## config.mk

```make
export PLATFORM = sky130hd
export DESIGN_NAME = sensor_record_deframer
export DESIGN_NICKNAME = d
export VERILOG_FILES = /design/src/rtl/srd_pkg.sv /design/src/rtl/srd_in_stage.sv /design/src/rtl/srd_parser.sv /design/src/rtl/srd_out_stage.sv /design/src/rtl/sensor_record_deframer.sv
export SDC_FILE = /design/constraint.sdc
export NUM_CORES = 1
export LEC_CHECK = 0
export BUFFER_PORTS_ARGS = -buffer_cell sky130_fd_sc_hd__buf_2
export CORE_ASPECT_RATIO = 0.5
export CORE_MARGIN = 2
export CORE_UTILIZATION = 60
export DETAILED_ROUTE_END_ITERATION = 7
export GPL_TIMING_DRIVEN = 0
export PLACE_DENSITY = 0.83
export SLEW_MARGIN = 20
export SYNTH_ARGS = -nofsm -noshare
export SYNTH_HDL_FRONTEND = slang
export SYNTH_HIERARCHICAL = 1
export SYNTH_SLANG_ARGS = --single-unit
```

## constraint.sdc

```tcl
create_clock -name clk -period 36.4 [get_ports clk]
set_input_delay 0 -clock clk [delete_from_list [all_inputs] [get_ports clk]]
set_output_delay 0 -clock clk [all_outputs]
set_load 0.005 [all_outputs]
```

## src/rtl/srd_pkg.sv

```systemverilog
// Shared types and constants for the sensor record deframer.
`default_nettype none

package srd_pkg;

    // Record type codes
    localparam logic [7:0] TYPE_IMAGE    = 8'h00;
    localparam logic [7:0] TYPE_GYRO     = 8'h01;
    localparam logic [7:0] TYPE_ACCEL    = 8'h02;
    localparam logic [7:0] TYPE_MAG      = 8'h03;
    localparam logic [7:0] TYPE_ALT      = 8'h04;
    localparam logic [7:0] TYPE_GPS      = 8'h05;
    localparam logic [7:0] TYPE_ATTITUDE = 8'h11;
    localparam logic [7:0] TYPE_GRAVITY  = 8'h12;

    // Image field numbers
    localparam logic [2:0] IMG_WIDTH  = 3'd0;
    localparam logic [2:0] IMG_HEIGHT = 3'd1;
    localparam logic [2:0] IMG_PIXEL  = 3'd2;

    localparam logic [2:0] LAST_STAMP_BYTE = 3'd7;
    localparam logic [3:0] IMG_FIELD_BYTES = 4'd4;
    localparam logic [3:0] WORD_BYTES      = 4'd8;

    typedef enum logic [1:0] {
        PH_TYPE   = 2'd0,
        PH_STAMP  = 2'd1,
        PH_FIELDS = 2'd2,
        PH_PIXELS = 2'd3
    } phase_t;

    typedef struct packed {
        logic [7:0]  record_type;
        logic [2:0]  field_index;
        logic [63:0] stamp_bits;
        logic [63:0] field_value;
        logic        last_of_record;
        logic        unknown_type;
    } srd_result_t;

    // Number of 64-bit fields for a non-image type; zero means unknown.
    function automatic logic [2:0] field_count(input logic [7:0] t);
        logic [2:0] cnt;
        begin
            case (t)
                TYPE_GYRO, TYPE_ACCEL, TYPE_MAG, TYPE_GRAVITY: cnt = 3'd3;
                TYPE_ALT:                                      cnt = 3'd2;
                TYPE_GPS:                                      cnt = 3'd5;
                TYPE_ATTITUDE:                                 cnt = 3'd4;
                default:                                       cnt = 3'd0;
            endcase
            field_count = cnt;
        end
    endfunction

endpackage

`default_nettype wire

```

## src/rtl/srd_in_stage.sv

```systemverilog
// Input register for the byte stream.
`default_nettype none

module srd_in_stage
(
    input  wire logic       clk,
    input  wire logic       rst_n,
    input  wire logic       byte_valid,
    output logic            byte_ready,
    input  wire logic [7:0] data_byte,
    input  wire logic       advance,
    output logic            held_valid,
    output logic [7:0]      held_byte
);

    logic       valid_reg;
    logic       valid_next;
    logic [7:0] byte_reg;

    assign byte_ready = !valid_reg || advance;
    assign held_valid = valid_reg;
    assign held_byte  = byte_reg;

    always_comb
    begin
        valid_next = valid_reg;
        if (byte_valid && byte_ready)
        begin
            valid_next = 1'b1;
        end
        else if (advance)
        begin
            valid_next = 1'b0;
        end
    end

    always_ff @(posedge clk or negedge rst_n)
    begin
        if (!rst_n)
        begin
            valid_reg <= 1'b0;
        end
        else
        begin
            valid_reg <= valid_next;
        end
    end

    always_ff @(posedge clk)
    begin
        if (byte_valid && byte_ready)
        begin
            byte_reg <= data_byte;
        end
    end

endmodule

`default_nettype wire

```

## src/rtl/srd_parser.sv

```systemverilog
// Record parser: phase tracking, field assembly and result formation.
`default_nettype none

module srd_parser import srd_pkg::*;
(
    input  wire logic       clk,
    input  wire logic       rst_n,
    input  wire logic       advance,
    input  wire logic [7:0] cur_byte,
    output logic            emit,
    output srd_result_t     result
);

    phase_t      phase_reg, phase_next;
    logic [2:0]  bif_reg, bif_next;
    logic [2:0]  fnum_reg, fnum_next;
    logic [7:0]  type_reg, type_next;
    logic [63:0] stamp_reg, stamp_next;
    logic [63:0] asm_reg, asm_next;
    logic [31:0] width_reg, width_next;
    logic [31:0] pixels_reg, pixels_next;
    logic [31:0] prod_reg, prod_next;

    logic        is_image;
    logic [2:0]  cnt;
    logic [3:0]  fsize;
    logic [63:0] asm_fill;
    logic [31:0] part_prod;
    logic [31:0] prod_sum;
    logic [31:0] pixels_dec;

    assign is_image  = (type_reg == TYPE_IMAGE);
    assign cnt       = field_count(type_reg);
    assign fsize     = is_image ? IMG_FIELD_BYTES : WORD_BYTES;
    assign part_prod = width_reg * {24'd0, cur_byte};
    // running width*height, one height byte at a time
    assign prod_sum  = prod_reg + (part_prod << {bif_reg[1:0], 3'b000});
    assign pixels_dec = (pixels_reg != 32'd0) ? (pixels_reg - 32'd1) : pixels_reg;

    always_comb
    begin
        asm_fill = asm_reg;
        asm_fill[bif_reg*8 +: 8] = cur_byte;
    end

    // next state
    always_comb
    begin
        phase_next  = phase_reg;
        bif_next    = bif_reg;
        fnum_next   = fnum_reg;
        type_next   = type_reg;
        stamp_next  = stamp_reg;
        asm_next    = asm_reg;
        width_next  = width_reg;
        pixels_next = pixels_reg;
        prod_next   = prod_reg;
        if (advance)
        begin
            case (phase_reg)
                PH_TYPE:
                begin
                    type_next  = cur_byte;
                    stamp_next = 64'd0;
                    bif_next   = 3'd0;
                    fnum_next  = 3'd0;
                    asm_next   = 64'd0;
                    phase_next = PH_STAMP;
                end
                PH_STAMP:
                begin
                    stamp_next[bif_reg*8 +: 8] = cur_byte;
                    if (bif_reg != LAST_STAMP_BYTE)
                    begin
                        bif_next = bif_reg + 3'd1;
                    end
                    else
                    begin
                        bif_next  = 3'd0;
                        fnum_next = 3'd0;
                        asm_next  = 64'd0;
                        prod_next = 32'd0;
                        if (!is_image && cnt == 3'd0)
                        begin
                            phase_next = PH_TYPE;
                        end
                        else
                        begin
                            phase_next = PH_FIELDS;
                        end
                    end
                end
                PH_FIELDS:
                begin
                    if (is_image && fnum_reg != IMG_WIDTH)
                    begin
                        prod_next = prod_sum;
                    end
                    if ({1'b0, bif_reg} + 4'd1 < fsize)
                    begin
                        bif_next = bif_reg + 3'd1;
                        asm_next = asm_fill;
                    end
                    else
                    begin
                        asm_next = 64'd0;
                        bif_next = 3'd0;
                        if (is_image)
                        begin
                            if (fnum_reg == IMG_WIDTH)
                            begin
                                width_next = asm_fill[31:0];
                                fnum_next  = IMG_HEIGHT;
                                prod_next  = 32'd0;
                            end
                            else if (prod_sum == 32'd0)
                            begin
                                phase_next = PH_TYPE;
                            end
                            else
                            begin
                                pixels_next = prod_sum;
                                phase_next  = PH_PIXELS;
                            end
                        end
                        else if ({1'b0, fnum_reg} + 4'd1 >= {1'b0, cnt})
                        begin
                            phase_next = PH_TYPE;
                        end
                        else
                        begin
                            fnum_next = fnum_reg + 3'd1;
                        end
                    end
                end
                PH_PIXELS:
                begin
                    pixels_next = pixels_dec;
                    if (pixels_dec == 32'd0)
                    begin
                        phase_next = PH_TYPE;
                    end
                end
                default:
                begin
                    phase_next = PH_TYPE;
                end
            endcase
        end
    end

    // result
    always_comb
    begin
        emit                  = 1'b0;
        result.record_type    = type_reg;
        result.field_index    = fnum_reg;
        result.stamp_bits     = stamp_reg;
        result.field_value    = asm_fill;
        result.last_of_record = 1'b0;
        result.unknown_type   = 1'b0;
        case (phase_reg)
            PH_TYPE:
            begin
                emit = 1'b0;
            end
            PH_STAMP:
            begin
                result.stamp_bits = stamp_next;
                if (bif_reg == LAST_STAMP_BYTE && !is_image && cnt == 3'd0)
                begin
                    emit                  = advance;
                    result.field_index    = 3'd0;
                    result.field_value    = 64'd0;
                    result.last_of_record = 1'b1;
                    result.unknown_type   = 1'b1;
                end
            end
            PH_FIELDS:
            begin
                if ({1'b0, bif_reg} + 4'd1 >= fsize)
                begin
                    emit = advance;
                    if (is_image)
                    begin
                        if (fnum_reg == IMG_WIDTH)
                        begin
                            result.field_index = IMG_WIDTH;
                        end
                        else
                        begin
                            result.field_index    = IMG_HEIGHT;
                            result.last_of_record = (prod_sum == 32'd0);
                        end
                    end
                    else
                    begin
                        result.last_of_record = ({1'b0, fnum_reg} + 4'd1 >= {1'b0, cnt});
                    end
                end
            end
            PH_PIXELS:
            begin
                emit                  = advance;
                result.field_index    = IMG_PIXEL;
                result.field_value    = {56'd0, cur_byte};
                result.last_of_record = (pixels_dec == 32'd0);
            end
            default:
            begin
                emit = 1'b0;
            end
        endcase
    end

    always_ff @(posedge clk or negedge rst_n)
    begin
        if (!rst_n)
        begin
            phase_reg  <= PH_TYPE;
            bif_reg    <= 3'd0;
            fnum_reg   <= 3'd0;
            type_reg   <= 8'd0;
            stamp_reg  <= 64'd0;
            asm_reg    <= 64'd0;
            width_reg  <= 32'd0;
            pixels_reg <= 32'd0;
            prod_reg   <= 32'd0;
        end
        else
        begin
            phase_reg  <= phase_next;
            bif_reg    <= bif_next;
            fnum_reg   <= fnum_next;
            type_reg   <= type_next;
            stamp_reg  <= stamp_next;
            asm_reg    <= asm_next;
            width_reg  <= width_next;
            pixels_reg <= pixels_next;
            prod_reg   <= prod_next;
        end
    end

endmodule

`default_nettype wire

```

## src/rtl/srd_out_stage.sv

```systemverilog
// Result register toward the output channel.
`default_nettype none

module srd_out_stage import srd_pkg::*;
(
    input  wire logic         clk,
    input  wire logic         rst_n,
    input  wire logic         load,
    input  wire srd_result_t  result_in,
    output logic              slot_free,
    output logic              result_valid,
    input  wire logic         result_ready,
    output srd_result_t       result_out
);

    logic        valid_reg;
    logic        valid_next;
    srd_result_t data_reg;

    assign slot_free    = !valid_reg || result_ready;
    assign result_valid = valid_reg;
    assign result_out   = data_reg;

    always_comb
    begin
        valid_next = valid_reg;
        if (load)
        begin
            valid_next = 1'b1;
        end
        else if (result_ready)
        begin
            valid_next = 1'b0;
        end
    end

    always_ff @(posedge clk or negedge rst_n)
    begin
        if (!rst_n)
        begin
            valid_reg <= 1'b0;
        end
        else
        begin
            valid_reg <= valid_next;
        end
    end

    always_ff @(posedge clk)
    begin
        if (load)
        begin
            data_reg <= result_in;
        end
    end

endmodule

`default_nettype wire

```

## src/rtl/sensor_record_deframer.sv

```systemverilog
// Top level of the sensor record deframer.
//
//   channel   direction   handshake                    payload
//   byte      in          byte_valid / byte_ready      data_byte
//   result    out         result_valid / result_ready  record_type, field_index,
//                                                      stamp_bits, field_value,
//                                                      last_of_record, unknown_type
//
// One byte per cycle sustained while result_ready is high. Each byte is held in
// the input register and parsed from there; its result (if any) is loaded into
// the output register as the byte leaves the input register. Reset puts the
// parser at the type byte of a new record with all parser registers clear. A
// stalled result holds the parser; the input register takes at most one more byte.
`default_nettype none

module sensor_record_deframer import srd_pkg::*;
(
    input  wire logic        clk,
    input  wire logic        rst_n,
    input  wire logic        byte_valid,
    output logic             byte_ready,
    input  wire logic [7:0]  data_byte,
    output logic             result_valid,
    input  wire logic        result_ready,
    output logic [7:0]       record_type,
    output logic [2:0]       field_index,
    output logic [63:0]      stamp_bits,
    output logic [63:0]      field_value,
    output logic             last_of_record,
    output logic             unknown_type
);

    logic        held_valid;
    logic [7:0]  held_byte;
    logic        slot_free;
    logic        advance;
    logic        emit;
    srd_result_t parsed;
    srd_result_t result_q;

    assign advance = held_valid && slot_free;

    srd_in_stage u_in
    (
        .clk        (clk),
        .rst_n      (rst_n),
        .byte_valid (byte_valid),
        .byte_ready (byte_ready),
        .data_byte  (data_byte),
        .advance    (advance),
        .held_valid (held_valid),
        .held_byte  (held_byte)
    );

    srd_parser u_parser
    (
        .clk      (clk),
        .rst_n    (rst_n),
        .advance  (advance),
        .cur_byte (held_byte),
        .emit     (emit),
        .result   (parsed)
    );

    srd_out_stage u_out
    (
        .clk          (clk),
        .rst_n        (rst_n),
        .load         (emit),
        .result_in    (parsed),
        .slot_free    (slot_free),
        .result_valid (result_valid),
        .result_ready (result_ready),
        .result_out   (result_q)
    );

    assign record_type    = result_q.record_type;
    assign field_index    = result_q.field_index;
    assign stamp_bits     = result_q.stamp_bits;
    assign field_value    = result_q.field_value;
    assign last_of_record = result_q.last_of_record;
    assign unknown_type   = result_q.unknown_type;

endmodule

`default_nettype wire

```

==> metrics.yaml <==
global_route:
  grt_max_degree: 90
  grt_first_pass_wirelength_um: 123500
  grt.total_usage_pct: 35.09
  grt_pass1_vias: 22100
  antenna_found_initial: 1
  overflow: 0
synthesis:
  synth_area_um2: 26150
  synth_nets: 2942
  syn_inst: 2685
  synth-main-ff-cell: "dfrtp_1"
  syn_avg_cell_area_um2: 9.739
  synth.top_cells.by_count: "370 x nand2_1, 242 x dfrtp_1, 202 x nor2_1, 197 x inv_1, 157 x fa_1"
  synth_top_cell_area_share_pct: 23.16
  yosysSeqAreaShare_pct: 40.27
  synth_top_cell_by_area: "dfrtp_1"
  synth_edf_count: 149
  synth.area.top_cells: "dfrtp_1 23%, edfxtp_1 17%, fa_1 12%"
  yosysWarnings: 6
  ys_types: 90
  ys_ff_latch: 391
  synth.most_common_cell: "nand2_1"
  synthArstFlopShare_pct: 61.89
die:
  core_um2: 43310
  die-area_um2: 45370
  fp.dieH_um: 151.6
  die_w_um: 299.2
  start_util_pct: 60.38
  core.rowCount: 54
  io_pins: 155
critical_path:
  crit_family: "compound AO/OA/AOI/OAI gates"
  critPathMaxFanout: 10
  timing.rr.end: "u_parser/pixels_reg[21]"
  crit_top_cell: "fa_1"
  cp_slowest_cell: "buf_1"
  rrSetupSlack_ps: 24560
  criticalPathCategory: "reg2reg"
  start_kind: "flop"
  worstSetupEndpointType: "flop"
  crit_arrival_ps: 12270
  reg2reg_from: "u_in/held_byte[6]"
  reg2reg_depth: 34
  critPathMaxStageDelay_ps: 950
  worst-path-buf-inv: 6
  cp.required_ps: 36830
clocking:
  cts.sinks: 391
  clock_latency_ps: 570
  cts_buffers: 36
  cts_tree: "built"
  post_cts_buffers: 0
  clk_pin_slew_ps: 80
  cts_max_path_buffers: 3
  cts_root_buf: "clkbuf_16"
  h-tree-depth: 2
sta:
  min_period_over_period_pct: 32.54
  finalSetupTns_ps: 0
  min_period_ps: 11840
  setup_violations: 0
  finClkSkew_ps: 36.67
  hold_viol: 0
  drv_slew: 0
  fmax_ghz: 0.08442
  maxSlewHeadroom_pct: 20.83
  tightest_slew_ps: 1188
  rsz0062_at_grt: "no"
detailed_routing:
  wire_per_inst_um: 22.80
  via_per_inst: 6.481
  vias: 22830
  ant_nets: 0
  route.detailed.drc: 32
  drt-total-wl_um: 80340
  drt_first_pass_iters: 8
  drt_iter0_drc: 2987
placed_design:
  numPortBuffers: 154
  placed_cells: 3445
  gp_congestion: 0.9836
  dp_hpwl_um: 58200
  place_area_um2: 27870
cells_and_area:
  largest_register_ff_count: 141
  design_area_um2: 29270
  finalNetCount: 3163
  finalNonFillerCells: 3523
  final_util_pct: 67.59
  layout-drive-gt1-share_pct: 11.15
  area_delta_synth_final_pct: 11.94
run:
  drv_cap: 0
status:
  status: "finished, violations left"
  violations: "DRC"
power_and_ir_drop:
  p_per_area_nw_per_um2: 45.37
  leakage_nw: 12.16
  p_int_w: 0.0008441
  p_clk_share_pct: 31.5
  vdd_drop_max_uv: 43.65
  p_sw_w: 0.0004841
  combPwrFrac_pct: 29.0
  p_sw_share_pct: 36.45
  seqPwrFrac_pct: 39.5
min_path:
  hold_path.class: "in2async"
## worst reg2reg max path: cells and delay by family (launching register included)
kind	cells	cell delay, ps
AO/OA/AOI/OAI	13	3600
XOR/XNOR	2	600
adder cells (fa/ha/maj)	6	2660
buffers and inverters	6	2600
flip-flops	1	520
AND/OR/NAND/NOR	7	1730
## final cells by class
cell class                      instances  area [um2]
Antenna cell                            1       2.502
Buffer                                157       625.6
Clock buffer                           46        1002
Clock inverter                         20       287.8
Fill cell                            3142       14040
Inverter                              199       747.0
Multi-Input combinational cell       1938       14270
Sequential cell                       391       10530
Tap cell                              588       735.7
Timing Repair Buffer                  183        1067
## what timing repair did
action | CTS | global route
gates resized for setup | 0 | 0
hold buffers | 11 | 0
endpoints found under the hold margin | 104 | 0
## through the flow
step / setup slack [ps] / hold WS, ps / total power [W]
floorplan: 23340 / -295.6 / 0.0007671
global placement: 18900 / 179.8 / 0.0008790
detailed placement: 24970 / 66.83 / 0.0008896
CTS: 24970 / 58.91 / 0.001306
global route: 24160 / 95.03 / 0.001366
finish: 24560 / 17.21 / 0.001328
## layout by cell type, fill, tap and decap left out, drive strengths merged, types with 99 or more instances in the layout
master  instances
and2           99
inv           203
clkbuf        153
fa            157
a21oi         123
buf           222
nor2          203
o21ai         151
dfrtp         242
edfxtp        149
nand2         371
## power by group through the flow
stage	sequential, W	clock, W	combinational (W)
CTS	0.000523	0.000418	0.000365
global route	0.000527	0.000436	0.000402
detailed placement	0.000531	0	0.000359
finish	0.000524	0.000419	0.000385
floorplan	0.000524	0	0.000244
global placement	0.000531	0	0.000348
## logic make-up (layout without fill, tap and decap cells)
family                     count (synthesis)  in the layout  synth area share, %
xor gates and xnor gates                  75             75                2.565
buffers and inverters                    356            605                5.249
AOI/OAI and AO/OA                        594            594                15.21
muxes                                     92             92                3.794
adders and majority gates                245            245                16.23
other                                      0              1                    0
and+or+nand+nor                          932            932                16.68
DFF                                      391            391                40.27
## layer usage
metal / track usage [%] / part of all wire [%] / routed length [um]
met5: 0 / 0 / 0
met4: 14.52 / 4.5 / 3612
met3: 9.567 / 13 / 10280
met2: 55.06 / 44 / 35720
met1: 46.64 / 38 / 30720
## worst max-delay path by stage
stage / startpoint / slack [ps] / depth (start not counted) / endpoint
3_5_place_dp: u_in/held_byte[5] / 24970 / 36 / u_parser/pixels_reg[8]
4_1_cts: u_in/held_byte[5] / 24970 / 36 / u_parser/pixels_reg[8]
2_1_floorplan: u_parser/type_reg[5] / 23340 / 13 / u_out/result_valid
6_report: u_in/held_byte[6] / 24560 / 34 / u_parser/pixels_reg[21]
5_1_grt: u_in/held_byte[5] / 24160 / 35 / u_parser/pixels_reg[18]
3_3_place_gp: u_parser/bif_reg[0] / 18900 / 12 / u_out/result_valid
(Power assumes the default switching activity.)
